[src/rtl/lspe_pkg.sv]
// Shared types, codes and color constants of the LED strip pattern engine.
package lspe_pkg;

	localparam int PIX_W   = 24;
	localparam int CIDX_W  = 3;
	localparam int SRC_W   = 2;
	localparam int PCT_W   = 7;
	localparam int PER_W   = 8;
	localparam int DATA_W  = 8;

	// Register indexes of the configuration port.
	localparam logic [2:0] REG_PATTERN  = 3'd0;
	localparam logic [2:0] REG_COLOR    = 3'd1;
	localparam logic [2:0] REG_EMERG    = 3'd2;
	localparam logic [2:0] REG_CHARGING = 3'd3;
	localparam logic [2:0] REG_PERCENT  = 3'd4;
	localparam logic [2:0] REG_PERIOD   = 3'd5;

	// Pattern codes.
	localparam logic [2:0] PAT_OFF   = 3'd0;
	localparam logic [2:0] PAT_SOLID = 3'd1;
	localparam logic [2:0] PAT_WIPE  = 3'd2;
	localparam logic [2:0] PAT_FADE  = 3'd3;
	localparam logic [2:0] PAT_BLINK = 3'd4;
	localparam logic [2:0] PAT_IND   = 3'd5;
	localparam logic [2:0] PAT_RIGHT = 3'd6;
	localparam logic [2:0] PAT_LEFT  = 3'd7;

	// Color codes.
	localparam logic [2:0] CSEL_WHITE   = 3'd0;
	localparam logic [2:0] CSEL_RED     = 3'd1;
	localparam logic [2:0] CSEL_GREEN   = 3'd2;
	localparam logic [2:0] CSEL_BLUE    = 3'd3;
	localparam logic [2:0] CSEL_ORANGE  = 3'd4;
	localparam logic [2:0] CSEL_YELLOW  = 3'd5;
	localparam logic [2:0] CSEL_INDIGO  = 3'd6;
	localparam logic [2:0] CSEL_INVALID = 3'd7;

	// Frame source codes.
	localparam logic [1:0] SRC_NORMAL = 2'd0;
	localparam logic [1:0] SRC_GAUGE  = 2'd1;
	localparam logic [1:0] SRC_EMERG  = 2'd2;

	// Packed colors.
	localparam logic [23:0] RGB_WHITE  = 24'hFFFFFF;
	localparam logic [23:0] RGB_RED    = 24'hFF0000;
	localparam logic [23:0] RGB_GREEN  = 24'h00FF00;
	localparam logic [23:0] RGB_BLUE   = 24'h0000FF;
	localparam logic [23:0] RGB_ORANGE = 24'hFF5500;
	localparam logic [23:0] RGB_YELLOW = 24'hFFFF00;
	localparam logic [23:0] RGB_INDIGO = 24'h4B0082;
	localparam logic [23:0] RGB_OFF    = 24'h000000;

	// Blink thresholds and animation constants.
	localparam logic [7:0] GAUGE_THR = 8'd8;
	localparam logic [7:0] IND_THR   = 8'd6;
	localparam logic [7:0] SEG_THR   = 8'd5;
	localparam logic [7:0] FADE_STEP = 8'd5;
	localparam logic [7:0] FADE_MAX  = 8'd255;
	localparam int         GAUGE_DEN = 100;

	// Segment boundaries for a 96-pixel strip, nine bits wide.
	localparam logic [8:0] SEG_MID_LO = 9'd24;
	localparam logic [8:0] SEG_MID_HI = 9'd72;
	localparam logic [8:0] SEG_END    = 9'd96;

	localparam logic [PER_W-1:0] PERIOD_RST = 8'd10;

	typedef struct packed {
		logic [2:0]       pattern_select;
		logic [2:0]       color_select;
		logic             emergency_on;
		logic             charging_on;
		logic [PCT_W-1:0] charge_percent;
		logic [PER_W-1:0] blink_period;
	} cfg_t;

	typedef struct packed {
		logic idle;
		logic done;
	} rstat_t;

	typedef struct packed {
		logic [7:0] cnt;
		logic       lit;
	} blink_t;

	function automatic logic [23:0] color_of(input logic [2:0] sel);
		logic [23:0] c;
		case (sel)
			CSEL_WHITE:  c = RGB_WHITE;
			CSEL_RED:    c = RGB_RED;
			CSEL_GREEN:  c = RGB_GREEN;
			CSEL_BLUE:   c = RGB_BLUE;
			CSEL_ORANGE: c = RGB_ORANGE;
			CSEL_YELLOW: c = RGB_YELLOW;
			CSEL_INDIGO: c = RGB_INDIGO;
			default:     c = RGB_OFF;
		endcase
		return c;
	endfunction

	// One blink step: count up, and on reaching the threshold wrap and toggle.
	function automatic blink_t blink_step(input logic [7:0] cnt, input logic lit,
			input logic [7:0] thr);
		blink_t r;
		r.cnt = cnt + 8'd1;
		r.lit = lit;
		if (r.cnt >= thr) begin
			r.cnt = 8'd0;
			r.lit = ~lit;
		end
		return r;
	endfunction

	// Channel scaled by level/255, truncated; exact for all 8-bit operands.
	function automatic logic [7:0] fade_scale(input logic [7:0] ch, input logic [7:0] lvl);
		logic [15:0] p;
		logic [16:0] s;
		p = ch * lvl;
		s = 17'(p) + 17'(p[15:8]) + 17'd1;
		return s[15:8];
	endfunction

endpackage

[src/rtl/lspe_ram.sv]
// Generic single-port-write, single-port-read RAM with a registered read.
module lspe_ram #(
	parameter int WIDTH = 24,
	parameter int DEPTH = 96,
	localparam int AW = (DEPTH > 1) ? $clog2(DEPTH) : 1
) (
	input  logic             clk,
	input  logic             wr_en,
	input  logic [AW-1:0]    wr_addr,
	input  logic [WIDTH-1:0] wr_data,
	input  logic             rd_en,
	input  logic [AW-1:0]    rd_addr,
	output logic [WIDTH-1:0] rd_data
);

	logic [WIDTH-1:0] mem [DEPTH];
	logic [WIDTH-1:0] rd_data_q;

	always_ff @(posedge clk) begin
		if (wr_en) begin
			mem[wr_addr] <= wr_data;
		end
		if (rd_en) begin
			rd_data_q <= mem[rd_addr];
		end
	end

	assign rd_data = rd_data_q;

endmodule

[src/rtl/lspe_render.sv]
// Frame renderer: animation state, per-frame setup and the pixel write sweep.
module lspe_render import lspe_pkg::*; #(
	parameter int PIXEL_COUNT = 96,
	localparam int AW = (PIXEL_COUNT > 1) ? $clog2(PIXEL_COUNT) : 1,
	localparam int CW = PCT_W + AW + 1
) (
	input  logic           clk,
	input  logic           arst_n,
	input  cfg_t           cfg,
	input  logic           restart,
	input  logic           start,
	input  logic           finish,
	output rstat_t         stat,
	output logic           wr_en,
	output logic [AW-1:0]  wr_addr,
	output logic [23:0]    wr_data
);

	typedef enum logic [1:0] {S_IDLE, S_PREP, S_SWEEP, S_DONE} state_t;
	typedef enum logic [1:0] {M_FILL, M_WIPE_CLR, M_GAUGE, M_SEG} mode_t;

	localparam logic [AW-1:0] LAST_IDX = AW'(PIXEL_COUNT - 1);

	state_t state_q;

	// Animation state.
	logic [AW-1:0] pos_q;
	logic [7:0]    cnt_q;
	logic          lit_q;
	logic [7:0]    lvl_q;
	logic          rise_q;

	// Snapshot of the frame's settings.
	logic [2:0]       pat_q;
	logic [2:0]       col_q;
	logic [1:0]       src_q;
	logic [PCT_W-1:0] pct_q;
	logic             wrap_q;

	// Sweep control.
	mode_t         mode_q;
	logic [23:0]   color_q;
	logic          mid_q;
	logic [CW-1:0] gauge_a_q;
	logic [AW-1:0] idx_q;
	logic [AW-1:0] last_q;

	// Next animation state for a tick.
	logic [1:0]    src_n;
	logic [AW-1:0] pos_n;
	logic [7:0]    cnt_n;
	logic          lit_n;
	logic [7:0]    lvl_n;
	logic          rise_n;
	logic          wrap_n;
	logic [AW:0]   pos_inc;
	logic [8:0]    lvl_up;
	blink_t        bstep;
	logic [7:0]    bthr;
	logic          bdo;

	always_comb begin
		src_n   = cfg.emergency_on ? SRC_EMERG : (cfg.charging_on ? SRC_GAUGE : SRC_NORMAL);
		pos_n   = pos_q;
		lvl_n   = lvl_q;
		rise_n  = rise_q;
		wrap_n  = 1'b0;
		bthr    = GAUGE_THR;
		bdo     = 1'b0;
		pos_inc = {1'b0, pos_q} + (AW + 1)'(1);
		lvl_up  = {1'b0, lvl_q} + {1'b0, FADE_STEP};
		if (src_n == SRC_GAUGE) begin
			bdo = 1'b1;
		end else if (src_n == SRC_NORMAL && cfg.color_select != CSEL_INVALID) begin
			case (cfg.pattern_select)
				PAT_WIPE: begin
					if (pos_inc >= (AW + 1)'(PIXEL_COUNT)) begin
						pos_n  = '0;
						wrap_n = 1'b1;
					end else begin
						pos_n = pos_inc[AW-1:0];
					end
				end
				PAT_FADE: begin
					if (rise_q) begin
						if (lvl_up >= {1'b0, FADE_MAX}) begin
							lvl_n  = FADE_MAX;
							rise_n = 1'b0;
						end else begin
							lvl_n = lvl_up[7:0];
						end
					end else if (lvl_q <= FADE_STEP) begin
						lvl_n  = 8'd0;
						rise_n = 1'b1;
					end else begin
						lvl_n = lvl_q - FADE_STEP;
					end
				end
				PAT_BLINK: begin
					bdo  = 1'b1;
					bthr = cfg.blink_period;
				end
				PAT_IND: begin
					bdo  = (cfg.color_select != CSEL_INDIGO);
					bthr = IND_THR;
				end
				PAT_RIGHT, PAT_LEFT: begin
					bdo  = (cfg.color_select != CSEL_INDIGO);
					bthr = SEG_THR;
				end
				default: begin
				end
			endcase
		end
		bstep = blink_step(cnt_q, lit_q, bthr);
		cnt_n = bdo ? bstep.cnt : cnt_q;
		lit_n = bdo ? bstep.lit : lit_q;
	end

	// Frame setup from the updated animation state.
	mode_t         mode_p;
	logic [23:0]   color_p;
	logic [23:0]   base;
	logic [23:0]   faded;
	logic [AW-1:0] start_p;
	logic [AW-1:0] last_p;
	logic          dark;

	always_comb begin
		base    = color_of(col_q);
		faded   = {fade_scale(base[23:16], lvl_q), fade_scale(base[15:8], lvl_q),
			fade_scale(base[7:0], lvl_q)};
		dark    = (col_q == CSEL_INDIGO) || !lit_q;
		mode_p  = M_FILL;
		color_p = RGB_OFF;
		start_p = '0;
		last_p  = LAST_IDX;
		if (src_q == SRC_EMERG) begin
			color_p = RGB_RED;
		end else if (src_q == SRC_GAUGE) begin
			mode_p = M_GAUGE;
		end else if (col_q != CSEL_INVALID) begin
			case (pat_q)
				PAT_SOLID: color_p = base;
				PAT_WIPE: begin
					color_p = base;
					if (wrap_q) begin
						mode_p = M_WIPE_CLR;
					end else begin
						start_p = pos_q;
						last_p  = pos_q;
					end
				end
				PAT_FADE:  color_p = faded;
				PAT_BLINK: color_p = lit_q ? base : RGB_OFF;
				PAT_IND:   color_p = dark ? RGB_OFF : base;
				PAT_RIGHT, PAT_LEFT: begin
					mode_p  = M_SEG;
					color_p = dark ? RGB_OFF : base;
				end
				default:   color_p = RGB_OFF;
			endcase
		end
	end

	// Pixel value at the sweep position.
	logic [CW-1:0] lo;
	logic [CW-1:0] hi;
	logic [8:0]    idx9;
	logic          in_seg;

	always_comb begin
		lo     = CW'(idx_q) * CW'(GAUGE_DEN);
		hi     = lo + CW'(GAUGE_DEN);
		idx9   = 9'(idx_q);
		in_seg = mid_q ? (idx9 >= SEG_MID_LO && idx9 < SEG_MID_HI)
			: (idx9 < SEG_MID_LO || (idx9 >= SEG_MID_HI && idx9 < SEG_END));
		case (mode_q)
			M_FILL:     wr_data = color_q;
			M_WIPE_CLR: wr_data = (idx_q == '0) ? color_q : RGB_OFF;
			M_GAUGE: begin
				if (hi <= gauge_a_q) begin
					wr_data = RGB_GREEN;
				end else if (lit_q && lo <= gauge_a_q) begin
					wr_data = RGB_YELLOW;
				end else begin
					wr_data = RGB_OFF;
				end
			end
			M_SEG:      wr_data = in_seg ? color_q : RGB_OFF;
			default:    wr_data = RGB_OFF;
		endcase
	end

	assign wr_en     = (state_q == S_SWEEP);
	assign wr_addr   = idx_q;
	assign stat.idle = (state_q == S_IDLE);
	assign stat.done = (state_q == S_DONE);

	always_ff @(posedge clk or negedge arst_n) begin
		if (!arst_n) begin
			state_q   <= S_IDLE;
			pos_q     <= '0;
			cnt_q     <= '0;
			lit_q     <= 1'b1;
			lvl_q     <= '0;
			rise_q    <= 1'b1;
			pat_q     <= PAT_OFF;
			col_q     <= CSEL_WHITE;
			src_q     <= SRC_NORMAL;
			pct_q     <= '0;
			wrap_q    <= 1'b0;
			mode_q    <= M_FILL;
			color_q   <= RGB_OFF;
			mid_q     <= 1'b0;
			gauge_a_q <= '0;
			idx_q     <= '0;
			last_q    <= '0;
		end else begin
			case (state_q)
				S_IDLE: begin
					if (start) begin
						pos_q   <= pos_n;
						cnt_q   <= cnt_n;
						lit_q   <= lit_n;
						lvl_q   <= lvl_n;
						rise_q  <= rise_n;
						wrap_q  <= wrap_n;
						pat_q   <= cfg.pattern_select;
						col_q   <= cfg.color_select;
						src_q   <= src_n;
						pct_q   <= cfg.charge_percent;
						state_q <= S_PREP;
					end else if (restart) begin
						pos_q  <= '0;
						cnt_q  <= '0;
						lit_q  <= 1'b1;
						lvl_q  <= '0;
						rise_q <= 1'b1;
					end
				end
				S_PREP: begin
					mode_q    <= mode_p;
					color_q   <= color_p;
					mid_q     <= (pat_q == PAT_RIGHT);
					gauge_a_q <= CW'(pct_q) * CW'(PIXEL_COUNT);
					idx_q     <= start_p;
					last_q    <= last_p;
					state_q   <= S_SWEEP;
				end
				S_SWEEP: begin
					if (idx_q == last_q) begin
						state_q <= S_DONE;
					end else begin
						idx_q <= idx_q + AW'(1);
					end
				end
				S_DONE: begin
					if (finish) begin
						state_q <= S_IDLE;
					end
				end
				default: state_q <= S_IDLE;
			endcase
		end
	end

endmodule

[src/rtl/led_strip_pattern_engine_unit.sv]
// Top level of the LED strip pattern engine: registers, read path and frame store.
//
// The engine keeps one frame of PIXEL_COUNT packed pixels (red in bits 23:16, green in
// 15:8, blue in 7:0) in a single synchronous RAM. A read item (req_type 1) fetches one
// pixel and returns it with the current frame source; reads flow one per cycle while no
// frame is rendering and the output is not stalled, since the RAM read is registered at
// acceptance and the result then moves into its own output register. A tick item
// (req_type 0) renders the next frame: acceptance latches the settings and advances the
// animation, the prepare state sets up the frame color (fade scaling happens here), then
// the renderer writes the RAM one pixel per cycle (a wipe step may paint a single pixel),
// so a tick holds the input until its frame is stored and its result enters the read stage.
// The tick's result (pixel_color 0) is released only once the frame is stored. The
// store has one valid flag per pixel, cleared at reset, so an unwritten pixel reads as
// off; an index at or beyond PIXEL_COUNT reads as 0. Emergency paints the strip red,
// charging shows the green gauge with a yellow pixel blinking every 8 ticks, and
// otherwise the selected pattern runs in the selected color. Writing a new pattern or
// color restarts the animation. Configuration is written through a plain write port and
// must only change while no item is in flight.
module led_strip_pattern_engine_unit import lspe_pkg::*; #(
	parameter int PIXEL_COUNT = 96,
	localparam int AW = (PIXEL_COUNT > 1) ? $clog2(PIXEL_COUNT) : 1
) (
	input  logic              clk,
	input  logic              arst_n,
	input  logic              cfg_we,
	input  logic [2:0]        cfg_index,
	input  logic [DATA_W-1:0] cfg_data,
	input  logic              in_valid,
	output logic              in_ready,
	input  logic              req_type,
	input  logic [6:0]        pixel_index,
	output logic              out_valid,
	input  logic              out_ready,
	output logic [PIX_W-1:0]  pixel_color,
	output logic [SRC_W-1:0]  active_source
);

	localparam int IW = (AW > 7) ? AW : 7;

	// Configuration registers.
	cfg_t cfg_q;
	logic restart;

	assign restart = cfg_we &&
		((cfg_index == REG_PATTERN && cfg_data[2:0] != cfg_q.pattern_select) ||
		 (cfg_index == REG_COLOR && cfg_data[2:0] != cfg_q.color_select));

	always_ff @(posedge clk or negedge arst_n) begin
		if (!arst_n) begin
			cfg_q.pattern_select <= PAT_OFF;
			cfg_q.color_select   <= CSEL_WHITE;
			cfg_q.emergency_on   <= 1'b0;
			cfg_q.charging_on    <= 1'b0;
			cfg_q.charge_percent <= '0;
			cfg_q.blink_period   <= PERIOD_RST;
		end else if (cfg_we) begin
			case (cfg_index)
				REG_PATTERN:  cfg_q.pattern_select <= cfg_data[2:0];
				REG_COLOR:    cfg_q.color_select   <= cfg_data[2:0];
				REG_EMERG:    cfg_q.emergency_on   <= cfg_data[0];
				REG_CHARGING: cfg_q.charging_on    <= cfg_data[0];
				REG_PERCENT:  cfg_q.charge_percent <= cfg_data[PCT_W-1:0];
				REG_PERIOD:   cfg_q.blink_period   <= cfg_data[PER_W-1:0];
				default: begin
				end
			endcase
		end
	end

	// The source reported with every result comes from the registers at acceptance.
	logic [SRC_W-1:0] cur_src;
	assign cur_src = cfg_q.emergency_on ? SRC_EMERG
		: (cfg_q.charging_on ? SRC_GAUGE : SRC_NORMAL);

	// Renderer.
	rstat_t        rstat;
	logic          tick_start;
	logic          finish;
	logic          wr_en;
	logic [AW-1:0] wr_addr;
	logic [23:0]   wr_data;

	lspe_render #(.PIXEL_COUNT(PIXEL_COUNT)) u_render (
		.clk     (clk),
		.arst_n  (arst_n),
		.cfg     (cfg_q),
		.restart (restart),
		.start   (tick_start),
		.finish  (finish),
		.stat    (rstat),
		.wr_en   (wr_en),
		.wr_addr (wr_addr),
		.wr_data (wr_data)
	);

	// Read stage (s1) and output register.
	logic             s1_valid_q;
	logic             s1_tick_q;
	logic             s1_hit_q;
	logic [SRC_W-1:0] s1_src_q;
	logic [SRC_W-1:0] tick_src_q;
	logic             out_valid_q;
	logic [PIX_W-1:0] pixel_color_q;
	logic [SRC_W-1:0] active_source_q;
	logic             s1_adv;
	logic             s1_open;
	logic             accept;
	logic             rd_en;
	logic [IW-1:0]    idx_w;
	logic [AW-1:0]    rd_addr;
	logic             in_range;
	logic [23:0]      rd_data;

	assign s1_adv     = s1_valid_q && (!out_valid_q || out_ready);
	assign s1_open    = !s1_valid_q || s1_adv;
	assign in_ready   = rstat.idle && s1_open;
	assign accept     = in_valid && in_ready;
	assign tick_start = accept && !req_type;
	assign finish     = rstat.done && s1_open;
	assign idx_w      = IW'(pixel_index);
	assign rd_addr    = idx_w[AW-1:0];
	assign in_range   = (9'(pixel_index) < 9'(PIXEL_COUNT));
	assign rd_en      = accept && req_type && in_range;

	// One valid flag per pixel: an unwritten pixel reads as off.
	logic [PIXEL_COUNT-1:0] pix_valid_q;

	always_ff @(posedge clk or negedge arst_n) begin
		if (!arst_n) begin
			pix_valid_q <= '0;
		end else if (wr_en) begin
			pix_valid_q[wr_addr] <= 1'b1;
		end
	end

	lspe_ram #(.WIDTH(PIX_W), .DEPTH(PIXEL_COUNT)) u_frame_ram (
		.clk     (clk),
		.wr_en   (wr_en),
		.wr_addr (wr_addr),
		.wr_data (wr_data),
		.rd_en   (rd_en),
		.rd_addr (rd_addr),
		.rd_data (rd_data)
	);

	always_ff @(posedge clk or negedge arst_n) begin
		if (!arst_n) begin
			s1_valid_q      <= 1'b0;
			s1_tick_q       <= 1'b0;
			s1_hit_q        <= 1'b0;
			s1_src_q        <= SRC_NORMAL;
			tick_src_q      <= SRC_NORMAL;
			out_valid_q     <= 1'b0;
			pixel_color_q   <= '0;
			active_source_q <= SRC_NORMAL;
		end else begin
			if (tick_start) begin
				tick_src_q <= cur_src;
			end
			// A read enters s1 at acceptance; a tick enters once its frame is stored.
			if (accept && req_type) begin
				s1_valid_q <= 1'b1;
				s1_tick_q  <= 1'b0;
				s1_hit_q   <= in_range && pix_valid_q[rd_addr];
				s1_src_q   <= cur_src;
			end else if (finish) begin
				s1_valid_q <= 1'b1;
				s1_tick_q  <= 1'b1;
				s1_hit_q   <= 1'b0;
				s1_src_q   <= tick_src_q;
			end else if (s1_adv) begin
				s1_valid_q <= 1'b0;
			end
			if (s1_adv) begin
				out_valid_q     <= 1'b1;
				pixel_color_q   <= (!s1_tick_q && s1_hit_q) ? rd_data : RGB_OFF;
				active_source_q <= s1_src_q;
			end else if (out_ready) begin
				out_valid_q <= 1'b0;
			end
		end
	end

	assign out_valid     = out_valid_q;
	assign pixel_color   = pixel_color_q;
	assign active_source = active_source_q;

	// The frame store is never read while the renderer writes it.
	a_no_rw_overlap: assert property (@(posedge clk) disable iff (!arst_n)
		!(wr_en && rd_en))
		else $error("frame store read during a render sweep");

	// A pending read is held while the output register is stalled.
	a_s1_hold: assert property (@(posedge clk) disable iff (!arst_n)
		(s1_valid_q && out_valid_q && !out_ready) |=> (s1_valid_q && $stable(s1_src_q)))
		else $error("read stage lost an item under back-pressure");

	// Items are only taken while no frame is being rendered.
	a_accept_idle: assert property (@(posedge clk) disable iff (!arst_n)
		(!rstat.idle) |-> !tick_start && !rd_en)
		else $error("item accepted while a frame was rendering");

	// Reported source is always a defined code.
	a_src_code: assert property (@(posedge clk) disable iff (!arst_n)
		out_valid |-> (active_source == SRC_NORMAL || active_source == SRC_GAUGE ||
			active_source == SRC_EMERG))
		else $error("undefined frame source reported");

endmodule
[config.mk]
export PLATFORM = sky130hd
export DESIGN_NAME = led_strip_pattern_engine_unit
export DESIGN_NICKNAME = d
export VERILOG_FILES = /design/src/rtl/lspe_pkg.sv /design/src/rtl/lspe_ram.sv /design/src/rtl/lspe_render.sv /design/src/rtl/led_strip_pattern_engine_unit.sv
export SDC_FILE = /design/constraint.sdc
export NUM_CORES = 2
export LEC_CHECK = 0
export ABC_AREA = 0
export BUFFER_PORTS_ARGS = -buffer_cell sky130_fd_sc_hd__buf_2
export CORE_MARGIN = 5
export CORE_UTILIZATION = 25
export DETAILED_ROUTE_END_ITERATION = 10
export PLACE_DENSITY_LB_ADDON = 0.3
export SLEW_MARGIN = 20
export SYNTH_ARGS = -nofsm -noshare
export SYNTH_HDL_FRONTEND = slang
export SYNTH_SLANG_ARGS = --single-unit
[constraint.sdc]
create_clock -name clk -period 15.89 [get_ports clk]
set_clock_uncertainty 0.05 [all_clocks]
set_input_delay 3.178 -clock clk [delete_from_list [all_inputs] [get_ports clk]]
set_output_delay 3.178 -clock clk [all_outputs]
set_load 0.02 [all_outputs]
* After elaboration in Yosys (flattened, before gate mapping)
Memory sizes are Yosys's and may differ from the RTL's. A register that Yosys moved wholly into a read port is not among the register bits. Index checks and enable logic that the tools add are counted. W data, S select, Z words.
Cells by class: reductions and logical operators 56, bitwise logic cells 2, muxes and demuxes 91, equal/unequal tests 49, multipliers 5, add/subtract/negate cells 12, order comparisons 15
Operators by type and width (number):
- $mux W24 | 10
- $pmux W24 S4 | 2
- $pmux W24 S7 | 1
- $mux W7 | 17
- $mux W8 | 12
- $or A96 B96 Y96 | 1
- $add A16 B1 Y16 const B | 3
- $add A16 B8 Y16 | 3
- $mul A8 B8 Y16 | 3
- $eq A3 B3 Y1 const B | 13
- $mux W1 | 32
- $eq A3 B2 Y1 const B | 8
- $pmux W8 S3 | 1
- $lt A7 B7 Y1 const B | 3
- $mux W2 | 9
- $logic_and A1 B1 Y1 | 17
- $lt A7 B8 Y1 const B | 2
- $reduce_and A2 Y1 | 8
- $add A14 B7 Y15 const B | 1
- $le A15 B14 Y1 | 1
- $le A14 B14 Y1 | 1
- $ne A2 B1 Y1 const B | 7
- $pmux W7 S2 | 1
- $mul A7 B5 Y12 const B | 1
- other kinds (40) | 73
Word-level totals: bits in registers 246, bits of input ports 24, memory bits (writable) 2304, memories 1, output and inout port bits 28, logic and storage cells 263
Memories:
- u_frame_ram.mem | words 96, width 24, read ports 1, clocked after memory_dff 1, wr ports 1, RTL line lspe_ram.sv:16 | logic [WIDTH-1:0] mem [DEPTH];

* Logic depth before layout (Yosys ltp)
depth in word-level cells 10, mapped depth 29, depth with buffers taken out 27

* By module
From an unflattened synthesis, not the netlist that was laid out.
Unflattened totals: cell total of the unflattened synthesis 6228, area, all modules 110074.3 um2
By module, submodules not included:
- lspe_ram | area each 89716.0 um2, instances 1, seq. area each 69907.0 um2, cells an instance 4060
- lspe_render | area each 13819.5 um2, instances 1, seq. area each 2329.7 um2, cells an instance 1649
- led_strip_pattern_engine_unit | area each 6538.8 um2, instances 1, seq. area each 3831.2 um2, cells an instance 519

* Worst setup path before layout
OpenSTA, ideal clock, no wires.
path kind reg-to-reg, start register u_render.idx_q[0], in the netlist u_render.wr_addr[0], end memory u_frame_ram.mem[0][10], data pin, path buffers 1, arrival time 8.022 ns, period minus slack after synthesis 9.022 ns, cell stages (with the launch flop) 24, library setup time 0.949 ns, path slack 6.868 ns, required time 14.891 ns, cell sequence dfrtp_1 > clkbuf_1 > inv_1 > ha_1 > ha_1 > ha_1 > inv_1 > fa_1 > inv_1 > a21oi_1 > o21bai_1 > xor2_1 > and3_1 > nor2b_1 > nand3_1 > xnor2_1 > ha_1 > nand4_1 > nor3_1 > nand4_1 > nand3_1 > a21oi_1 > a211o_1 > o21ai_0
On the way: longest elaborated chain between the ends 6, elaborated cells on any way between the ends 20, those cells by class add/sub: 1; mul: 1; order compare: 7; mux: 6; reduce/logical: 5
Ends and longest elaborated chain:
- start: declaration | RTL line lspe_render.sv:45 | logic [AW-1:0] idx_q;
- start signal: assignment | RTL line lspe_render.sv:247 | idx_q <= start_p;
- start signal: assignment | RTL line lspe_render.sv:255 | idx_q <= idx_q + AW'(1);
- parallel branches: the longest is 5 deep, another holds $add A14 B7 Y15
- $pmux W24 S4 (*) | RTL line lspe_render.sv:178 | case (mode_q)
- net u_frame_ram.wr_data[10] | RTL line lspe_ram.sv:10 | input logic [WIDTH-1:0] wr_data,
- end: declaration | RTL line lspe_ram.sv:16
Mark *: on every way through the listed nets, which the timed path passes.

* Worst setup path after layout
start register u_render.col_q[1], end register u_render.color_q[7]
On the way: longest elaborated chain between the ends 9, elaborated cells on any way between the ends 19, those cells by class add/sub: 2; mul: 1; eq/ne: 7; mux: 7; reduce/logical: 2
Ends and longest elaborated chain:
- start: declaration | RTL line lspe_render.sv:35 | logic [2:0] col_q;
- start signal: assignment | RTL line lspe_render.sv:230 | col_q <= cfg.color_select;
- $eq A3 B3 Y1 (tied with other cells) | RTL line lspe_pkg.sv:90, lspe_render.sv:133
- $pmux W24 S7 | RTL line lspe_pkg.sv:90 | case (sel)
- $mul A8 B8 Y16 | RTL line lspe_pkg.sv:120 | p = ch * lvl;
- $add A16 B8 Y16 | RTL line lspe_pkg.sv:121 | s = 17'(p) + 17'(p[15:8]) + 17'd1;
- $add A16 B1 Y16 | RTL line lspe_pkg.sv:121
- $pmux W24 S4 | RTL line lspe_render.sv:143 | case (pat_q)
- $mux W24 (*) | RTL line lspe_render.sv:142 | end else if (col_q != CSEL_INVALID) begin
- $mux W24 (*) | RTL line lspe_render.sv:140 | end else if (src_q == SRC_GAUGE) begin
- $mux W24 (*) | RTL line lspe_render.sv:138 | if (src_q == SRC_EMERG) begin
- end signal: assignment | RTL line lspe_render.sv:244 | color_q <= color_p;
- end: declaration | RTL line lspe_render.sv:42 | logic [23:0] color_q;
Every way passes the cells marked *; elsewhere a longest branch is shown, timed or not. A chain may end at the register's enable or synchronous reset.

==> impl_metrics.tcl <==
set metrics [dict create \
    rrSetupSlack_ns 8.14 \
    place_congestion 0.762 \
    core-area_sq_um 431000 \
    dieHeight_microns 668 \
    crit_type "reg2reg" \
    vias_per_cell 4.71 \
    r2r_end "u_render.color_q[7]$_DFFE_PN0P_" \
    power_density_nw_per_um2 152 \
    hold_start "pix_valid_q[60]$_DFFE_PN0P_" \
    grt_busiest_layer "met2" \
    hold_viol_final 0 \
    synth_fa_ha_area_frac 0.0403 \
    grt_pass1_wl_microns 436000 \
    numClockSinks 2574 \
    max_slew_margin 0.257 \
    synth_area_sq_um 108000 \
    synthDistinctLibCells 91 \
    synthXorXnorAreaFrac 0.00907 \
    grt_util_met1 0.186 \
    cts_resized 0 \
    syn_nets 5891 \
    end_kind "flip-flop" \
    dp.cells 11200 \
    hold_end "pix_valid_q[60]$_DFFE_PN0P_" \
    setup_viol_count_final 0 \
    initial_utilization 0.251 \
    synth-async-reset-ratio 0.0956 \
    final_cells 11800 \
    synth-seq-cells 2574 \
    r2r_start "u_render.col_q[1]$_DFFE_PN0P_" \
    cts_buffer_depth 4 \
    first_pass_iters 5 \
    synth_compound_area_frac 0.0264 \
    vias 55500 \
    post_synth.cell_area_avg_sq_um 19.4 \
    hold_ws_ns 0.409 \
    fmax_ghz 0.129 \
    synthToLayoutAreaGrowth_pct 16.7 \
    cts_buffers 286 \
    rsz0062_at_grt "false" \
    status "completed" \
    nets 6150 \
    tritoncts "done" \
    finalWorstSetupSlack_ns 8.14 \
    synthSimpleGateAreaFrac 0.0371 \
    ant_nets 0 \
    grt_use_total 0.135 \
    holdCritPathClass "reg2reg" \
    drtIter0Drc 5804 \
    wire_per_inst_microns 26.2 \
    use_met3 0.0204 \
    critPathArrivalTime_ns 8.45 \
    fp.dieArea_sq_um 447000 \
    root_buffer "clkbuf_16" \
    max-vdd-ir-drop_mv 0.204 \
    tightestPinTransition_ns 1.11 \
    worstSkewPairLatency_ns 0.89 \
    fillers 42100 \
    synthCells 5570 \
    grt_pass1_vias 57300 \
    cp-start-kind "flip-flop" \
    htreeDepth 5 \
    drv_slew 0 \
    antenna_found_initial 33 \
    fin_crit_sh 0.488 \
    post-place-ws_ns 7.50 \
    ys_warn_count 0 \
    power_w 0.0192 \
    reg2reg_depth 24 \
    synthMuxAreaShare 0.167 \
    synth_enable_flop_cells 2328 \
    overflow 0 \
    port_buffers 51 \
    grt_max_degree 119 \
    synth-seq-area-share 0.702 \
    wl_microns 308000 \
    io_pins 52 \
    drive_above_1_share 0.278 \
    dpl.hpwl_microns 179000 \
    worstHoldPathCells 1 \
    row_count 241 \
    clk_pin_slew_worst_paths_ns 0.06 \
    cap_violations 0 \
    p_leak_nw 42.7 \
    synth_ff_type "edfxtp_1" \
    postCtsSetupRepairBufs 0 \
    drcViolationCount 0 \
    tns_ns 0 \
    cts_hold_buf 0 \
    synth_top_family_by_area "multiplexers" \
    die_w_microns 668 \
    period_needed_ns 7.75 \
    met2_usage 0.225 \
    crit_required_ns 16.59 \
    crit_path_max_fanout 26 \
]
final cells by class:
cell class,count,area (sq um),share of cell area
antenna,16,40.0,0.000317
clock buffer,362,7640,0.0604
clock inverter,149,1410,0.0112
inverter,238,893,0.00706
multi-input combinational,2507,31400,0.248
sequential,2574,76100,0.602
tap,5710,7140,0.0565
timing repair buffer,222,1890,0.0149
synthesized netlist by cell type, drive strengths merged (94+ instances only):
cell | number | area, sq um
edfxtp | 2328 | 69900
dfrtp | 242 | 6060
inv | 238 | 893
o21ai | 130 | 651
nor2 | 212 | 798
ha | 215 | 2690
a21oi | 124 | 621
or2 | 107 | 669
mux4 | 772 | 17400
buf | 94 | 433
nand2 | 227 | 852
clkbuf | 157 | 589
worst max path at each step:
| stage | startpoint | endpoint | slack [ns] | depth (start not counted) |
|---|---|---|---|---|
| 6_report | u_render.col_q[1]$_DFFE_PN0P_ | u_render.color_q[7]$_DFFE_PN0P_ | 8.14 | 24 |
| 5_1_grt | u_render.col_q[1]$_DFFE_PN0P_ | u_render.color_q[2]$_DFFE_PN0P_ | 7.47 | 24 |
| 4_1_cts | u_render.col_q[1]$_DFFE_PN0P_ | u_render.color_q[2]$_DFFE_PN0P_ | 8.12 | 24 |
| 3_5_place_dp | pixel_index[0] | u_frame_ram.rd_data[19]$_DFFE_PP_ | 7.50 | 8 |
| 3_3_place_gp | pixel_index[0] | u_frame_ram.rd_data[19]$_DFFE_PP_ | 6.95 | 7 |
| 2_1_floorplan | u_render.wr_addr[0]$_DFFE_PN0P_ | u_frame_ram.mem[0][10]$_DFFE_PP_ | 6.87 | 23 |
sequential cells by signal (all words and copies together) (netlist names), 3 cells and up:
register and count:
u_render.lvl_q 8, u_frame_ram.rd_data 24, u_render.pat_q 3, u_render.cnt_q 8, u_render.color_q 24, u_render.pct_q 7, pix_valid_q 96, cfg_q 23
u_frame_ram.mem 2304, u_render.col_q 3, u_render.last_q 7, pixel_color 24, u_render.wr_addr 7, u_render.gauge_a_q 9, u_render.pos_q 7
power breakdown:
group          switching [W]  internal (W)  leakage [nW]
registers           0.000156       0.00892          24.4
logic                0.00269      0.000947          13.8
clock network        0.00268       0.00377          4.41
total                0.00553        0.0136          42.7
critical path, cell delays in order (launching register included):
cell and delay (ns):
dfrtp_1 0.90, nor2_1 0.11, a31oi_1 0.70, nand2_1 0.22, fa_1 0.53, fa_1 0.53, inv_1 0.05, fa_1 0.47
inv_1 0.05, fa_1 0.47, inv_1 0.04, ha_1 0.37, a2111o_1 0.43, a21oi_1 0.28, nor2_1 0.09, xnor2_1 0.37
inv_1 0.14, ha_1 0.29, o21a_1 0.10, o31a_1 0.14, or3_4 0.36, a31o_4 0.25, o211ai_4 0.20, nor4_1 0.08
or3_1 0.38
routing by layer:
| metal | routed length, microns | vias to the layer above |
|---|---|---|
| li1 | - | 23000 |
| met1 | 132000 | 30300 |
| met2 | 150000 | 1852 |
| met3 | 19800 | 378 |
| met4 | 6660 | 2 |
| met5 | 13 | - |
placed cells by master, fill, tap and decap left out, types with 30 or more instances in the layout:
cell	count
mux4_2	772
clkbuf_16	293
a21oi_1	123
buf_2	45
mux2i_1	38
clkinv_1	59
clkinv_2	37
or2_2	107
nor2_1	115
edfxtp_1	2328
dfrtp_1	242
o21ai_0	119
nor2_4	96
xor2_1	35
xnor2_1	57
mux2_2	31
nand2_1	222
a21o_1	34
and2_1	30
inv_1	238
clkbuf_1	64
fa_1	82
buf_4	154
nand3_1	46
ha_1	215
cell families after synthesis:
family / count (synthesis)
buffers and inverters: 489
DFF: 2574
muxes: 842
and+or+nand+nor: 819
xor gates and xnor gates: 100
adders and majority gates: 300
AOI/OAI and AO/OA: 446
per-stage QoR:
| stage | instance area [sq um] | utilization |
|---|---|---|
| finish | 126000 | 0.293 |
| global route | 126000 | 0.293 |
| CTS | 126000 | 0.293 |
| detailed placement | 117000 | 0.272 |
| global placement | 117000 | 0.271 |
| floorplan | 108000 | - |
Power figures use the tool's default switching activity.
